==> config.mk <==
export PLATFORM = sky130hd
export DESIGN_NAME = byte_feedback_stream_cipher_unit
export DESIGN_NICKNAME = d
export VERILOG_FILES = /design/src/rtl/bfsc_pkg.sv /design/src/rtl/bfsc_byte_unit.sv /design/src/rtl/bfsc_state_ring.sv /design/src/rtl/byte_feedback_stream_cipher_unit.sv
export SDC_FILE = /design/constraint.sdc
export NUM_CORES = 1
export LEC_CHECK = 0
export ABC_AREA = 1
export BUFFER_PORTS_ARGS = -buffer_cell sky130_fd_sc_hd__buf_2
export CORE_UTILIZATION = 29
export DETAILED_ROUTE_END_ITERATION = 6
export SKIP_LAST_GASP = 1
export SYNTH_ARGS = -nofsm -noshare
export SYNTH_HDL_FRONTEND = slang
export SYNTH_HIERARCHICAL = 1
export SYNTH_SLANG_ARGS = --single-unit
==> constraint.sdc <==
create_clock -name aclk -period 4.29 [get_ports aclk]
set_input_delay 0.429 -clock aclk [delete_from_list [all_inputs] [get_ports aclk]]
set_output_delay 0.429 -clock aclk [all_outputs]
set_load 0.05 [all_outputs]
==> src/rtl/bfsc_pkg.sv <==
package bfsc_pkg;

    // Default sizes handed to the top level parameters.
    localparam int STATE_BYTES_DEF      = 16;
    localparam int FINAL_MIX_ROUNDS_DEF = 4;

    // Byte constants of the mix pass and the key fill.
    localparam logic [7:0] MIX_ADD   = 8'h9E;
    localparam logic [7:0] MIX_XOR   = 8'h37;
    localparam logic [7:0] FILL_BYTE = 8'hAA;

    // Operation codes carried on the input channel.
    localparam logic [2:0] OP_START_KEY  = 3'd0;
    localparam logic [2:0] OP_KEY_BYTE   = 3'd1;
    localparam logic [2:0] OP_FINISH_KEY = 3'd2;
    localparam logic [2:0] OP_ENCRYPT    = 3'd3;
    localparam logic [2:0] OP_DECRYPT    = 3'd4;

    // Commands to the state ring.
    typedef enum logic [1:0] {
        RING_HOLD   = 2'd0,
        RING_FILL   = 2'd1,
        RING_XOR_AT = 2'd2,
        RING_SHIFT  = 2'd3
    } ring_cmd_t;

    typedef struct packed {
        ring_cmd_t  cmd;
        logic [7:0] data;
    } ring_ctrl_t;

    // Function selected in the shared byte unit.
    typedef enum logic {
        UNIT_MIX    = 1'b0,
        UNIT_MUTATE = 1'b1
    } unit_mode_t;

    typedef struct packed {
        unit_mode_t mode;
        logic [7:0] feedback;
    } unit_ctrl_t;

endpackage

==> src/rtl/bfsc_byte_unit.sv <==
module bfsc_byte_unit (
    input  bfsc_pkg::unit_ctrl_t ctrl,
    input  logic [7:0]           index,
    input  logic [7:0]           cur_byte,
    input  logic [7:0]           next_byte,
    input  logic [7:0]           prev_byte,
    output logic [7:0]           new_byte
);

    logic [7:0] mix_xor;
    logic [7:0] mix_sum;
    logic [7:0] mix_out;
    logic [7:0] mut_key;
    logic [7:0] mut_out;

    // Mix step: fold in the rotated neighbor, add and whiten, then fold in the
    // shifted predecessor.
    assign mix_xor = cur_byte ^ {next_byte[4:0], next_byte[7:5]};
    assign mix_sum = mix_xor + bfsc_pkg::MIX_ADD;
    assign mix_out = (mix_sum ^ bfsc_pkg::MIX_XOR) ^ {2'b00, prev_byte[7:2]};

    // Mutate step: mask with the feedback plus position, then add the neighbor.
    assign mut_key = ctrl.feedback + index;
    assign mut_out = (cur_byte ^ mut_key) + next_byte;

    always_comb begin
        unique case (ctrl.mode)
            bfsc_pkg::UNIT_MIX:    new_byte = mix_out;
            bfsc_pkg::UNIT_MUTATE: new_byte = mut_out;
            default:               new_byte = mix_out;
        endcase
    end

endmodule

==> src/rtl/bfsc_state_ring.sv <==
module bfsc_state_ring #(
    parameter int STATE_BYTES = bfsc_pkg::STATE_BYTES_DEF,
    parameter int IDX_W       = $clog2(STATE_BYTES)
) (
    input  logic                 aclk,
    input  logic                 aresetn,
    input  bfsc_pkg::ring_ctrl_t ctrl,
    input  logic [IDX_W-1:0]     xor_pos,
    input  logic [7:0]           shift_in,
    output logic [7:0]           head_byte,
    output logic [7:0]           second_byte,
    output logic [7:0]           tail_byte
);

    logic [7:0] ring_reg  [STATE_BYTES];
    logic [7:0] ring_next [STATE_BYTES];

    // Next ring contents: hold, fill, XOR one addressed byte, or shift by one with shift_in entering at the tail.
    always_comb begin
        for (int k = 0; k < STATE_BYTES; k++) begin
            ring_next[k] = ring_reg[k];
        end
        unique case (ctrl.cmd)
            bfsc_pkg::RING_HOLD: begin
            end
            bfsc_pkg::RING_FILL: begin
                for (int k = 0; k < STATE_BYTES; k++) begin
                    ring_next[k] = bfsc_pkg::FILL_BYTE;
                end
            end
            bfsc_pkg::RING_XOR_AT: begin
                for (int k = 0; k < STATE_BYTES; k++) begin
                    if (IDX_W'(k) == xor_pos) begin
                        ring_next[k] = ring_reg[k] ^ ctrl.data;
                    end
                end
            end
            bfsc_pkg::RING_SHIFT: begin
                for (int k = 0; k < STATE_BYTES - 1; k++) begin
                    ring_next[k] = ring_reg[k + 1];
                end
                ring_next[STATE_BYTES - 1] = shift_in;
            end
            default: begin
            end
        endcase
    end

    always_ff @(posedge aclk) begin
        if (!aresetn) begin
            for (int k = 0; k < STATE_BYTES; k++) begin
                ring_reg[k] <= bfsc_pkg::FILL_BYTE;
            end
        end else begin
            for (int k = 0; k < STATE_BYTES; k++) begin
                ring_reg[k] <= ring_next[k];
            end
        end
    end

    assign head_byte   = ring_reg[0];
    assign second_byte = ring_reg[1];
    assign tail_byte   = ring_reg[STATE_BYTES - 1];

endmodule

==> src/rtl/byte_feedback_stream_cipher_unit.sv <==
// Byte feedback stream cipher with a STATE_BYTES-byte state held in a rotating
// ring and updated one byte per cycle by a single shared byte unit. Start key
// and unused operation codes finish in the accept cycle. A key byte runs one
// XOR step and one mix pass, finish key runs FINAL_MIX_ROUNDS mix passes, and
// an encrypt or decrypt beat runs a mutate pass, the wrap rotation and the
// hand-off into the output register; s_ready is low while an operation is in
// progress. The ring moves one byte through the byte unit per cycle. A result
// waiting on the output does not hold up the next input beat, except that a
// data beat finishing while it is still untaken waits in its hand-off cycle.
module byte_feedback_stream_cipher_unit #(
    parameter int STATE_BYTES      = bfsc_pkg::STATE_BYTES_DEF,
    parameter int FINAL_MIX_ROUNDS = bfsc_pkg::FINAL_MIX_ROUNDS_DEF
) (
    input  logic       aclk,
    input  logic       aresetn,
    input  logic       s_valid,
    output logic       s_ready,
    input  logic [2:0] s_operation,
    input  logic [7:0] s_data_byte,
    output logic       m_valid,
    input  logic       m_ready,
    output logic [7:0] m_result_byte
);

    localparam int IDX_W = $clog2(STATE_BYTES);
    localparam int RND_W = (FINAL_MIX_ROUNDS > 1) ? $clog2(FINAL_MIX_ROUNDS) : 1;

    typedef enum logic [5:0] {
        ST_IDLE    = 6'b000001,
        ST_KEY_XOR = 6'b000010,
        ST_MIX     = 6'b000100,
        ST_MUTATE  = 6'b001000,
        ST_WRAP    = 6'b010000,
        ST_DELIVER = 6'b100000
    } seq_state_t;

    seq_state_t       state_reg,  state_next;
    logic [IDX_W-1:0] step_reg,   step_next;
    logic [IDX_W-1:0] pos_reg,    pos_next;
    logic [RND_W-1:0] round_reg,  round_next;
    logic             key_op_reg, key_op_next;
    logic [7:0]       byte_reg,   byte_next;
    logic [7:0]       fb_reg,     fb_next;
    logic [7:0]       res_reg,    res_next;
    logic             out_valid_reg, out_valid_next;
    logic [7:0]       out_byte_reg,  out_byte_next;

    bfsc_pkg::ring_ctrl_t ring_ctrl;
    bfsc_pkg::unit_ctrl_t unit_ctrl;
    logic [7:0]           head_byte;
    logic [7:0]           second_byte;
    logic [7:0]           tail_byte;
    logic [7:0]           unit_byte;
    logic [7:0]           ring_in;
    logic                 in_beat;
    logic                 last_step;
    logic [7:0]           keystream;
    logic [7:0]           data_result;

    assign s_ready   = (state_reg == ST_IDLE);
    assign in_beat   = s_valid && s_ready;
    assign last_step = (step_reg == IDX_W'(STATE_BYTES - 1));

    // Keystream and result of a data beat, taken from the state at accept.
    assign keystream   = head_byte ^ tail_byte;
    assign data_result = s_data_byte ^ keystream;

    // Shared byte unit: the current byte sits at the ring head, its successor
    // next to it, and the last written byte at the ring tail.
    assign unit_ctrl.mode     = (state_reg == ST_MIX) ? bfsc_pkg::UNIT_MIX
                                                      : bfsc_pkg::UNIT_MUTATE;
    assign unit_ctrl.feedback = fb_reg;

    bfsc_byte_unit u_byte_unit (
        .ctrl      (unit_ctrl),
        .index     (8'(step_reg)),
        .cur_byte  (head_byte),
        .next_byte (second_byte),
        .prev_byte (tail_byte),
        .new_byte  (unit_byte)
    );

    // The wrap cycle rotates once more and folds the feedback into the head.
    assign ring_in = (state_reg == ST_WRAP) ? (head_byte ^ fb_reg) : unit_byte;

    bfsc_state_ring #(
        .STATE_BYTES (STATE_BYTES),
        .IDX_W       (IDX_W)
    ) u_state_ring (
        .aclk        (aclk),
        .aresetn     (aresetn),
        .ctrl        (ring_ctrl),
        .xor_pos     (pos_reg),
        .shift_in    (ring_in),
        .head_byte   (head_byte),
        .second_byte (second_byte),
        .tail_byte   (tail_byte)
    );

    // Sequencer.
    always_comb begin
        state_next     = state_reg;
        step_next      = step_reg;
        pos_next       = pos_reg;
        round_next     = round_reg;
        key_op_next    = key_op_reg;
        byte_next      = byte_reg;
        fb_next        = fb_reg;
        res_next       = res_reg;
        out_valid_next = out_valid_reg && !m_ready;
        out_byte_next  = out_byte_reg;
        ring_ctrl.cmd  = bfsc_pkg::RING_HOLD;
        ring_ctrl.data = byte_reg;

        unique case (state_reg)
            ST_IDLE: begin
                if (in_beat) begin
                    unique case (s_operation)
                        bfsc_pkg::OP_START_KEY: begin
                            ring_ctrl.cmd = bfsc_pkg::RING_FILL;
                            pos_next      = '0;
                        end
                        bfsc_pkg::OP_KEY_BYTE: begin
                            byte_next   = s_data_byte;
                            round_next  = '0;
                            key_op_next = 1'b1;
                            state_next  = ST_KEY_XOR;
                        end
                        bfsc_pkg::OP_FINISH_KEY: begin
                            if (FINAL_MIX_ROUNDS > 0) begin
                                round_next  = RND_W'(FINAL_MIX_ROUNDS - 1);
                                step_next   = '0;
                                key_op_next = 1'b0;
                                state_next  = ST_MIX;
                            end
                        end
                        bfsc_pkg::OP_ENCRYPT, bfsc_pkg::OP_DECRYPT: begin
                            res_next   = data_result;
                            fb_next    = (s_operation == bfsc_pkg::OP_ENCRYPT) ? data_result
                                                                               : s_data_byte;
                            step_next  = '0;
                            state_next = ST_MUTATE;
                        end
                        default: begin
                        end
                    endcase
                end
            end
            ST_KEY_XOR: begin
                ring_ctrl.cmd = bfsc_pkg::RING_XOR_AT;
                step_next     = '0;
                state_next    = ST_MIX;
            end
            ST_MIX: begin
                ring_ctrl.cmd = bfsc_pkg::RING_SHIFT;
                step_next     = step_reg + IDX_W'(1);
                if (last_step) begin
                    step_next = '0;
                    if (round_reg == '0) begin
                        if (key_op_reg) begin
                            pos_next = (pos_reg == IDX_W'(STATE_BYTES - 1)) ? '0
                                                                             : pos_reg + IDX_W'(1);
                        end
                        state_next = ST_IDLE;
                    end else begin
                        round_next = round_reg - RND_W'(1);
                    end
                end
            end
            ST_MUTATE: begin
                ring_ctrl.cmd = bfsc_pkg::RING_SHIFT;
                step_next     = step_reg + IDX_W'(1);
                if (last_step) begin
                    step_next  = '0;
                    state_next = ST_WRAP;
                end
            end
            ST_WRAP: begin
                ring_ctrl.cmd = bfsc_pkg::RING_SHIFT;
                state_next    = ST_DELIVER;
            end
            ST_DELIVER: begin
                // Hand the result over once the output register is free.
                if (!out_valid_reg || m_ready) begin
                    out_valid_next = 1'b1;
                    out_byte_next  = res_reg;
                    state_next     = ST_IDLE;
                end
            end
            default: begin
                state_next = ST_IDLE;
            end
        endcase
    end

    // Control registers.
    always_ff @(posedge aclk) begin
        if (!aresetn) begin
            state_reg     <= ST_IDLE;
            step_reg      <= '0;
            pos_reg       <= '0;
            round_reg     <= '0;
            key_op_reg    <= 1'b0;
            out_valid_reg <= 1'b0;
        end else begin
            state_reg     <= state_next;
            step_reg      <= step_next;
            pos_reg       <= pos_next;
            round_reg     <= round_next;
            key_op_reg    <= key_op_next;
            out_valid_reg <= out_valid_next;
        end
    end

    // Payload registers.
    always_ff @(posedge aclk) begin
        byte_reg     <= byte_next;
        fb_reg       <= fb_next;
        res_reg      <= res_next;
        out_byte_reg <= out_byte_next;
    end

    assign m_valid       = out_valid_reg;
    assign m_result_byte = out_byte_reg;

endmodule
==> results.sh, run 1 <==
export IMPL_drc_errors=0
export IMPL_synth_seq_cells=178
export IMPL_leakage_nw=5.620
export IMPL_status="completed"
export IMPL_arrival_ns=3.52
export IMPL_syn_area_um2=12030
export IMPL_post_cts_buffers=0
export IMPL_dpl_instance_area_um2=12420
export IMPL_slew_violations=0
export IMPL_n_fill_cell=4426
export IMPL_fin_crit_sh=0.7511
export IMPL_ys_types=48
export IMPL_wirelength_um=35200
export IMPL_hold_path_cell_count=1
export IMPL_syn_avg_cell_area_um2=6.484
export IMPL_reg2reg_depth=24
export IMPL_fin_util=0.3174
export IMPL_numCtsBuffers=17
export IMPL_crit_top_cell="nand2_1"
export IMPL_min_period_ns=3.222
export IMPL_max_freq_mhz=310.3
export IMPL_criticalPathCategory="flip-flop to flip-flop"
export IMPL_cp_slowest_stage_delay_ns=0.41
export IMPL_worst_clock_skew_ns=0.008557
export IMPL_cts_htree_levels=4
export IMPL_grt_pass1_vias=11090
export IMPL_drt_iter0_markers=1100
export IMPL_antennaDiodeCount=0
export IMPL_clockRootBuffer="clkbuf_16"
export IMPL_crit_path_end_kind="flip-flop"
export IMPL_start_util=0.2941
export IMPL_route_vias_total=11830
export IMPL_final_area_um2=12990
export IMPL_die_height_um=205.7
export IMPL_start_kind="flip-flop"
export IMPL_holdBufCountCts=0
export IMPL_netlist_instances=1856
export IMPL_syn2layout_area_growth_pct=7.923
export IMPL_final_nets=1847
export IMPL_grt_pass1_wl_um=57160
export IMPL_port_buffers=24
export IMPL_gp_congestion=0.8896
export IMPL_clock_path_buffers=2
export IMPL_drt_pass1_iter_count=6
export IMPL_hold_class="primary input to flip-flop"
export IMPL_tightest_slew_ns=1.002
export IMPL_postCtsResizedCells=0
export IMPL_async_reset_ff_frac=0
export IMPL_cp_slowest_cell="edfxtp_1"
export IMPL_grt_max_degree=74
export IMPL_hold_viol=0
export IMPL_wire_per_inst_um=14.94
export IMPL_antenna_left=0
export IMPL_hold_worst_slack_ns=0.2132
export IMPL_cts_tree="built"
export IMPL_largest_reg_flops=128
export IMPL_cp_required_ns=4.59
export IMPL_dpl_hpwl_um=23230
export IMPL_synth_edf_count=32
export IMPL_yosys_warnings=6
export IMPL_core_rowCount=74
export IMPL_rsz0062_at_grt="no"
export IMPL_p_per_area_nw_per_um2=458.7
export IMPL_insertion_delay_ns=0.46
export IMPL_boundaryPins=25
export IMPL_path_max_fanout=4
export IMPL_grtUsageTotal=0.1716
export IMPL_fin_setup_tns_ns=0
export IMPL_cts_num_sinks=178
export IMPL_antenna_found_initial=0
export IMPL_dieWidth_um=205.7
export IMPL_synth_main_ff_cell="dfxtp_1"
export IMPL_gr_total_overflow=0
export IMPL_fp_coreArea_um2=40920
export IMPL_max_slew_margin=0.3293
export IMPL_yosysSeqAreaShare=0.3227
export IMPL_path_cells="ha_1 -> fa_1 -> nand3_1 -> nand2_1 -> nand2_1 -> nand2_1 -> a21oi_1 -> nand2_1 -> nand2_1 -> inv_1 -> ha_1 -> a21oi_1 -> o21a_1 -> nand2_1 -> inv_1 -> nand2_1 -> nand3_1 -> nand2_1 -> nand2_1 -> o21ai_1 -> a21oi_1 -> o21ai_0 -> nand2_1 -> nand3_1"
export IMPL_drt_vias_per_instance=5.020
export IMPL_clk_pin_slew_ns=0.06
export IMPL_final_layout_size_suffix_gt1_frac=0.08827
export IMPL_die_area_um2=42310
export IMPL_cap_violations=0
export IMPL_setup_viol=0
export IMPL_vdd_ir_drop_worst_mv=0.3110
[Yosys cell counts, types with 19 or more instances]
cell / number / area (um^2)
a21oi_1: 112 / 560.5
buf_2: 27 / 135.1
buf_4: 32 / 240.2
clkbuf_1: 41 / 153.9
dfxtp_1: 146 / 2923
edfxtp_1: 32 / 960.9
ha_1: 19 / 237.7
inv_1: 165 / 619.3
nand2_1: 651 / 2444
nand2_2: 19 / 118.9
nand3_1: 362 / 1812
nor2_1: 56 / 210.2
o21ai_0: 27 / 135.1
xnor2_1: 42 / 367.9
[cell families (layout without fill, tap and decap cells)]
kind of cell / count (synthesis) / count (layout) / synth area share
compound gates: 162 / 162 / 0.07081
xor+xnor: 59 / 59 / 0.04637
simple gates: 1151 / 1151 / 0.4329
other cells: 1 / 4 / 0.0003116
fa+ha+maj: 21 / 21 / 0.02308
flops: 178 / 178 / 0.3227
buf+inv: 284 / 249 / 0.1038
[final cells by class]
cell class / instances / area (um^2) / share of cell area
clock inverter: 8 / 48.80 / 0.003757
sequential: 178 / 3884 / 0.2990
clock buffer: 24 / 523.0 / 0.04027
timing repair buffer: 44 / 295.3 / 0.02274
inverter: 173 / 654.4 / 0.05039
tap: 532 / 665.6 / 0.05125
multi-input combinational: 1397 / 6917 / 0.5326
[layer usage]
metal	global-route usage	vias up	part of all wire
li1	-	5862	-
met1	0.2150	5585	0.45
met2	0.2906	310	0.48
met3	0.02043	70	0.041
met4	0.08254	0	0.030
met5	0	-	0
[critical path, delay by kind of cell (launching register included)]
family                   cells  cell delay [ns]
flip-flops                   1             0.41
buffers and inverters        2             0.09
adder cells (fa/ha/maj)      3             0.97
AND/OR/NAND/NOR             13             0.82
AO/OA/AOI/OAI                6             0.77
[worst paths after layout]
| check | startpoint | endpoint | slack (ns) |
|---|---|---|---|
| worst max-delay path | fb_reg[0]$_DFFE_PP_ | u_state_ring/ring_reg[1][63]$_SDFFE_PN1P_ | 1.07 |
| worst min-delay path | s_data_byte[7] | byte_reg[7]$_DFFE_PP_ | 0.21 |
| worst max register to register | fb_reg[0]$_DFFE_PP_ | u_state_ring/ring_reg[1][63]$_SDFFE_PN1P_ | 1.07 |
| worst min register to register | res_reg[2]$_DFFE_PP_ | m_result_byte[2]$_DFFE_PP_ | 0.42 |
[layout by cell type, fill, tap and decap left out, types with 3 or more instances in the layout]
cell type,Yosys,routed
a21oi_1,112,112
a31oi_1,3,3
buf_2,27,24
buf_4,32,18
clkbuf_16,0,18
clkbuf_8,0,5
clkinv_2,0,5
conb_1,1,4
dfxtp_1,146,146
edfxtp_1,32,32
ha_1,19,19
inv_1,165,164
inv_2,5,5
nand2_1,651,651
nand2_2,19,19
nand2_4,3,3
nand3_1,362,362
nand3_2,5,5
nand3_4,11,11
nand4_1,6,6
nor2_1,56,56
nor2_2,7,7
nor2_4,4,4
nor2_8,4,4
o21ai_0,27,26
o21ai_1,11,11
or2_2,17,17
xnor2_1,42,42
xor2_1,13,13
[power breakdown]
part / total, mW / internal (mW) / switching, mW
clock: 1.56 / 0.849 / 0.707
sequential: 2.15 / 1.91 / 0.246
combinational: 2.25 / 0.766 / 1.48
[stage by stage]
step | instances | worst slack, ns | power, mW
after global routing | 2356 | 0.6861 | 6.356
final | 2356 | 1.068 | 5.957
after global placement | 2324 | 1.078 | 4.377
after detailed placement | 2324 | 1.092 | 4.409
after floorplan | 1859 | 1.409 | 3.929
after CTS | 2356 | 1.078 | 5.971
Note: power is estimated with default switching activity, not from simulation.
==> run 2: changes to the inputs <==
==> constraint.sdc (replaced) <==
create_clock -name aclk -period 2.9 [get_ports aclk]
set_input_delay 0.29 -clock aclk [delete_from_list [all_inputs] [get_ports aclk]]
set_output_delay 0.29 -clock aclk [all_outputs]
set_load 0.05 [all_outputs]
==> run 2 against run 1 <==
The flow now finishes with violations (negative setup slack). Critical path depth is 7 lower. Maximum frequency is 6.6% higher. Register-to-register slack worse by 1.2 ns. Wire length is 0.71% lower. Worst setup slack worse by 1.2 ns. Clock power is 56% higher. Clock skew is 0.0044 ns higher. First-iteration DRC count is 22% lower. Die area stayed put. Largest cell class unchanged. Largest power group unchanged.
==> results.sh, run 2 (synthesis results as in run 1) <==
export IMPL_status="finished with violations"
export IMPL_failed_checks="negative setup slack"
export IMPL_p_per_area_nw_per_um2=672.4
export IMPL_grt_use_met1=0.2136
export IMPL_dpl_hpwl_um=24040
export IMPL_max_slew_margin=0.1796
export IMPL_drc_errors=0
export IMPL_route_vias_total=11860
export IMPL_cts_htree_levels=4
export IMPL_rsz0062_at_grt="yes"
export IMPL_fp_coreArea_um2=40920
export IMPL_hold_viol=0
export IMPL_numCtsBuffers=17
export IMPL_holdBufCountCts=0
export IMPL_final_cells=2402
export IMPL_hold_class="primary input to flip-flop"
export IMPL_boundaryPins=25
export IMPL_multi_input_area_um2=7022
export IMPL_final_layout_size_suffix_gt1_frac=0.1219
export IMPL_grt_use_met3=0.02186
export IMPL_seq_area_um2=3884
export IMPL_max_freq_mhz=330.7
export IMPL_die_area_um2=42310
export IMPL_fin_ws_ns=-0.1243
export IMPL_cp_required_ns=3.26
export IMPL_wirelength_um=34950
export IMPL_grt_busiest_layer="met2"
export IMPL_core_rowCount=74
export IMPL_port_buffers=24
export IMPL_antennaDiodeCount=0
export IMPL_syn2layout_area_growth_pct=12.94
export IMPL_dpl_instance_area_um2=12850
export IMPL_vdd_ir_drop_worst_mv=0.4723
export IMPL_drt_pass1_iter_count=5
export IMPL_place_ws_ns=-0.2961
export IMPL_power_total_mw=9.139
export IMPL_p_sw_frac=0.4035
export IMPL_path_cells="ha_4 -> fa_2 -> buf_4 -> xnor2_2 -> xnor2_1 -> ha_1 -> buf_4 -> a31oi_1 -> xnor2_2 -> nand2_1 -> nand2_1 -> nand2_1 -> o21ai_1 -> nand2_1 -> nand2_1 -> nand2_1 -> a21oi_1"
export IMPL_fin_util=0.3321
export IMPL_drt_vias_per_instance=4.939
export IMPL_drt_iter0_markers=857
export IMPL_setup_viol=5
export IMPL_clock_path_buffers=2
export IMPL_worst_clock_skew_ns=0.01295
export IMPL_n_fill_cell=4365
export IMPL_layout_common_cells="nand2_1, nand3_1, inv_1"
export IMPL_path_max_fanout=4
export IMPL_cp_slowest_stage_delay_ns=0.44
export IMPL_gp_congestion=0.8778
export IMPL_wire_per_inst_um=14.55
export IMPL_clk_pin_slew_ns=0.07
export IMPL_criticalPathCategory="flip-flop to flip-flop"
export IMPL_cap_violations=0
export IMPL_cts_num_sinks=178
export IMPL_final_nets=1893
export IMPL_cp_slowest_cell="edfxtp_1"
export IMPL_p_seq_frac=0.345
export IMPL_crit_top_cell="nand2_1"
export IMPL_switching_power_mw=3.687
export IMPL_final_common_cell="nand2_1"
export IMPL_grtUsageTotal=0.1712
export IMPL_combPwrFrac=0.388
export IMPL_tightest_slew_ns=1.231
export IMPL_use_met2=0.2974
export IMPL_final_area_um2=13590
export IMPL_antenna_left=0
export IMPL_grt_max_degree=68
export IMPL_hold_worst_slack_ns=0.06803
export IMPL_clockRootBuffer="clkbuf_16"
export IMPL_slew_violations=0
export IMPL_largest_reg_flops=128
export IMPL_insertion_delay_ns=0.45
export IMPL_leakage_nw=5.913
export IMPL_cts_tree="built"
export IMPL_clockPowerShare=0.266
export IMPL_grt_pass1_vias=11230
export IMPL_start_util=0.2941
export IMPL_grt_pass1_wl_um=57510
export IMPL_min_period_ns=3.024
export IMPL_die_height_um=205.7
export IMPL_arrival_ns=3.39
export IMPL_dp_cells=2367
export IMPL_start_kind="flip-flop"
export IMPL_internal_power_mw=5.452
export IMPL_fin_crit_sh=1.043
export IMPL_dieWidth_um=205.7
export IMPL_path_buf_inv=2
export IMPL_fin_setup_tns_ns=-0.5480
export IMPL_gr_total_overflow=0
export IMPL_critPathTopFamily="adder cells"
export IMPL_antenna_found_initial=0
export IMPL_crit_path_end_kind="flip-flop"
run 2: cell count changes in the layout (fill, tap and decap cells not counted), moves of 4 or more:
| cell | before | now |
|---|---|---|
| buf_4 | 18 | 53 |
| buf_12 | 2 | 11 |
| clkbuf_8 | 5 | 0 |
| a21oi_1 | 112 | 108 |
| a21oi_2 | 1 | 5 |
| clkinv_2 | 5 | 1 |
| nand2_1 | 651 | 647 |
run 2: what timing repair did:
item,in CTS,in global routing
endpoints found under the hold margin,0,0
resized for setup,22,6
gates cloned,0,0
pin swaps,20,12
endpoints found under the setup margin,5,16
setup buffers,3,1
run 2: worst paths after layout:
check / start / end / slack [ns] / cells after the start
hold / removal: s_data_byte[7] / byte_reg[7]$_DFFE_PP_ / 0.07 / 1
setup reg to reg: fb_reg[0]$_DFFE_PP_ / u_state_ring/ring_reg[1][60]$_SDFFE_PN0P_ / -0.12 / 17
hold reg to reg: res_reg[7]$_DFFE_PP_ / m_result_byte[7]$_DFFE_PP_ / 0.42 / 0
setup / recovery: fb_reg[0]$_DFFE_PP_ / u_state_ring/ring_reg[1][60]$_SDFFE_PN0P_ / -0.12 / 17
run 2: final cells by class:
cell class	count	area share
sequential	178	0.2857
tap	532	0.04897
clock inverter	13	0.01086
inverter	173	0.04815
multi-input combinational	1397	0.5166
timing repair buffer	90	0.05597
clock buffer	19	0.03369
run 2: layer usage:
layer,up-vias,part of all wire
li1,5938,-
met1,5599,0.45
met2,274,0.49
met3,53,0.041
met4,0,0.023
met5,-,0
run 2: power groups by stage:
stage	clock network, mW	logic, mW	registers [mW]
2_1_floorplan	0	2.74	3.07
3_3_place_gp	0	3.40	3.19
3_5_place_dp	0	3.44	3.20
4_1_cts	2.49	3.51	3.15
5_1_grt	2.59	3.98	3.20
6_report	2.43	3.55	3.16
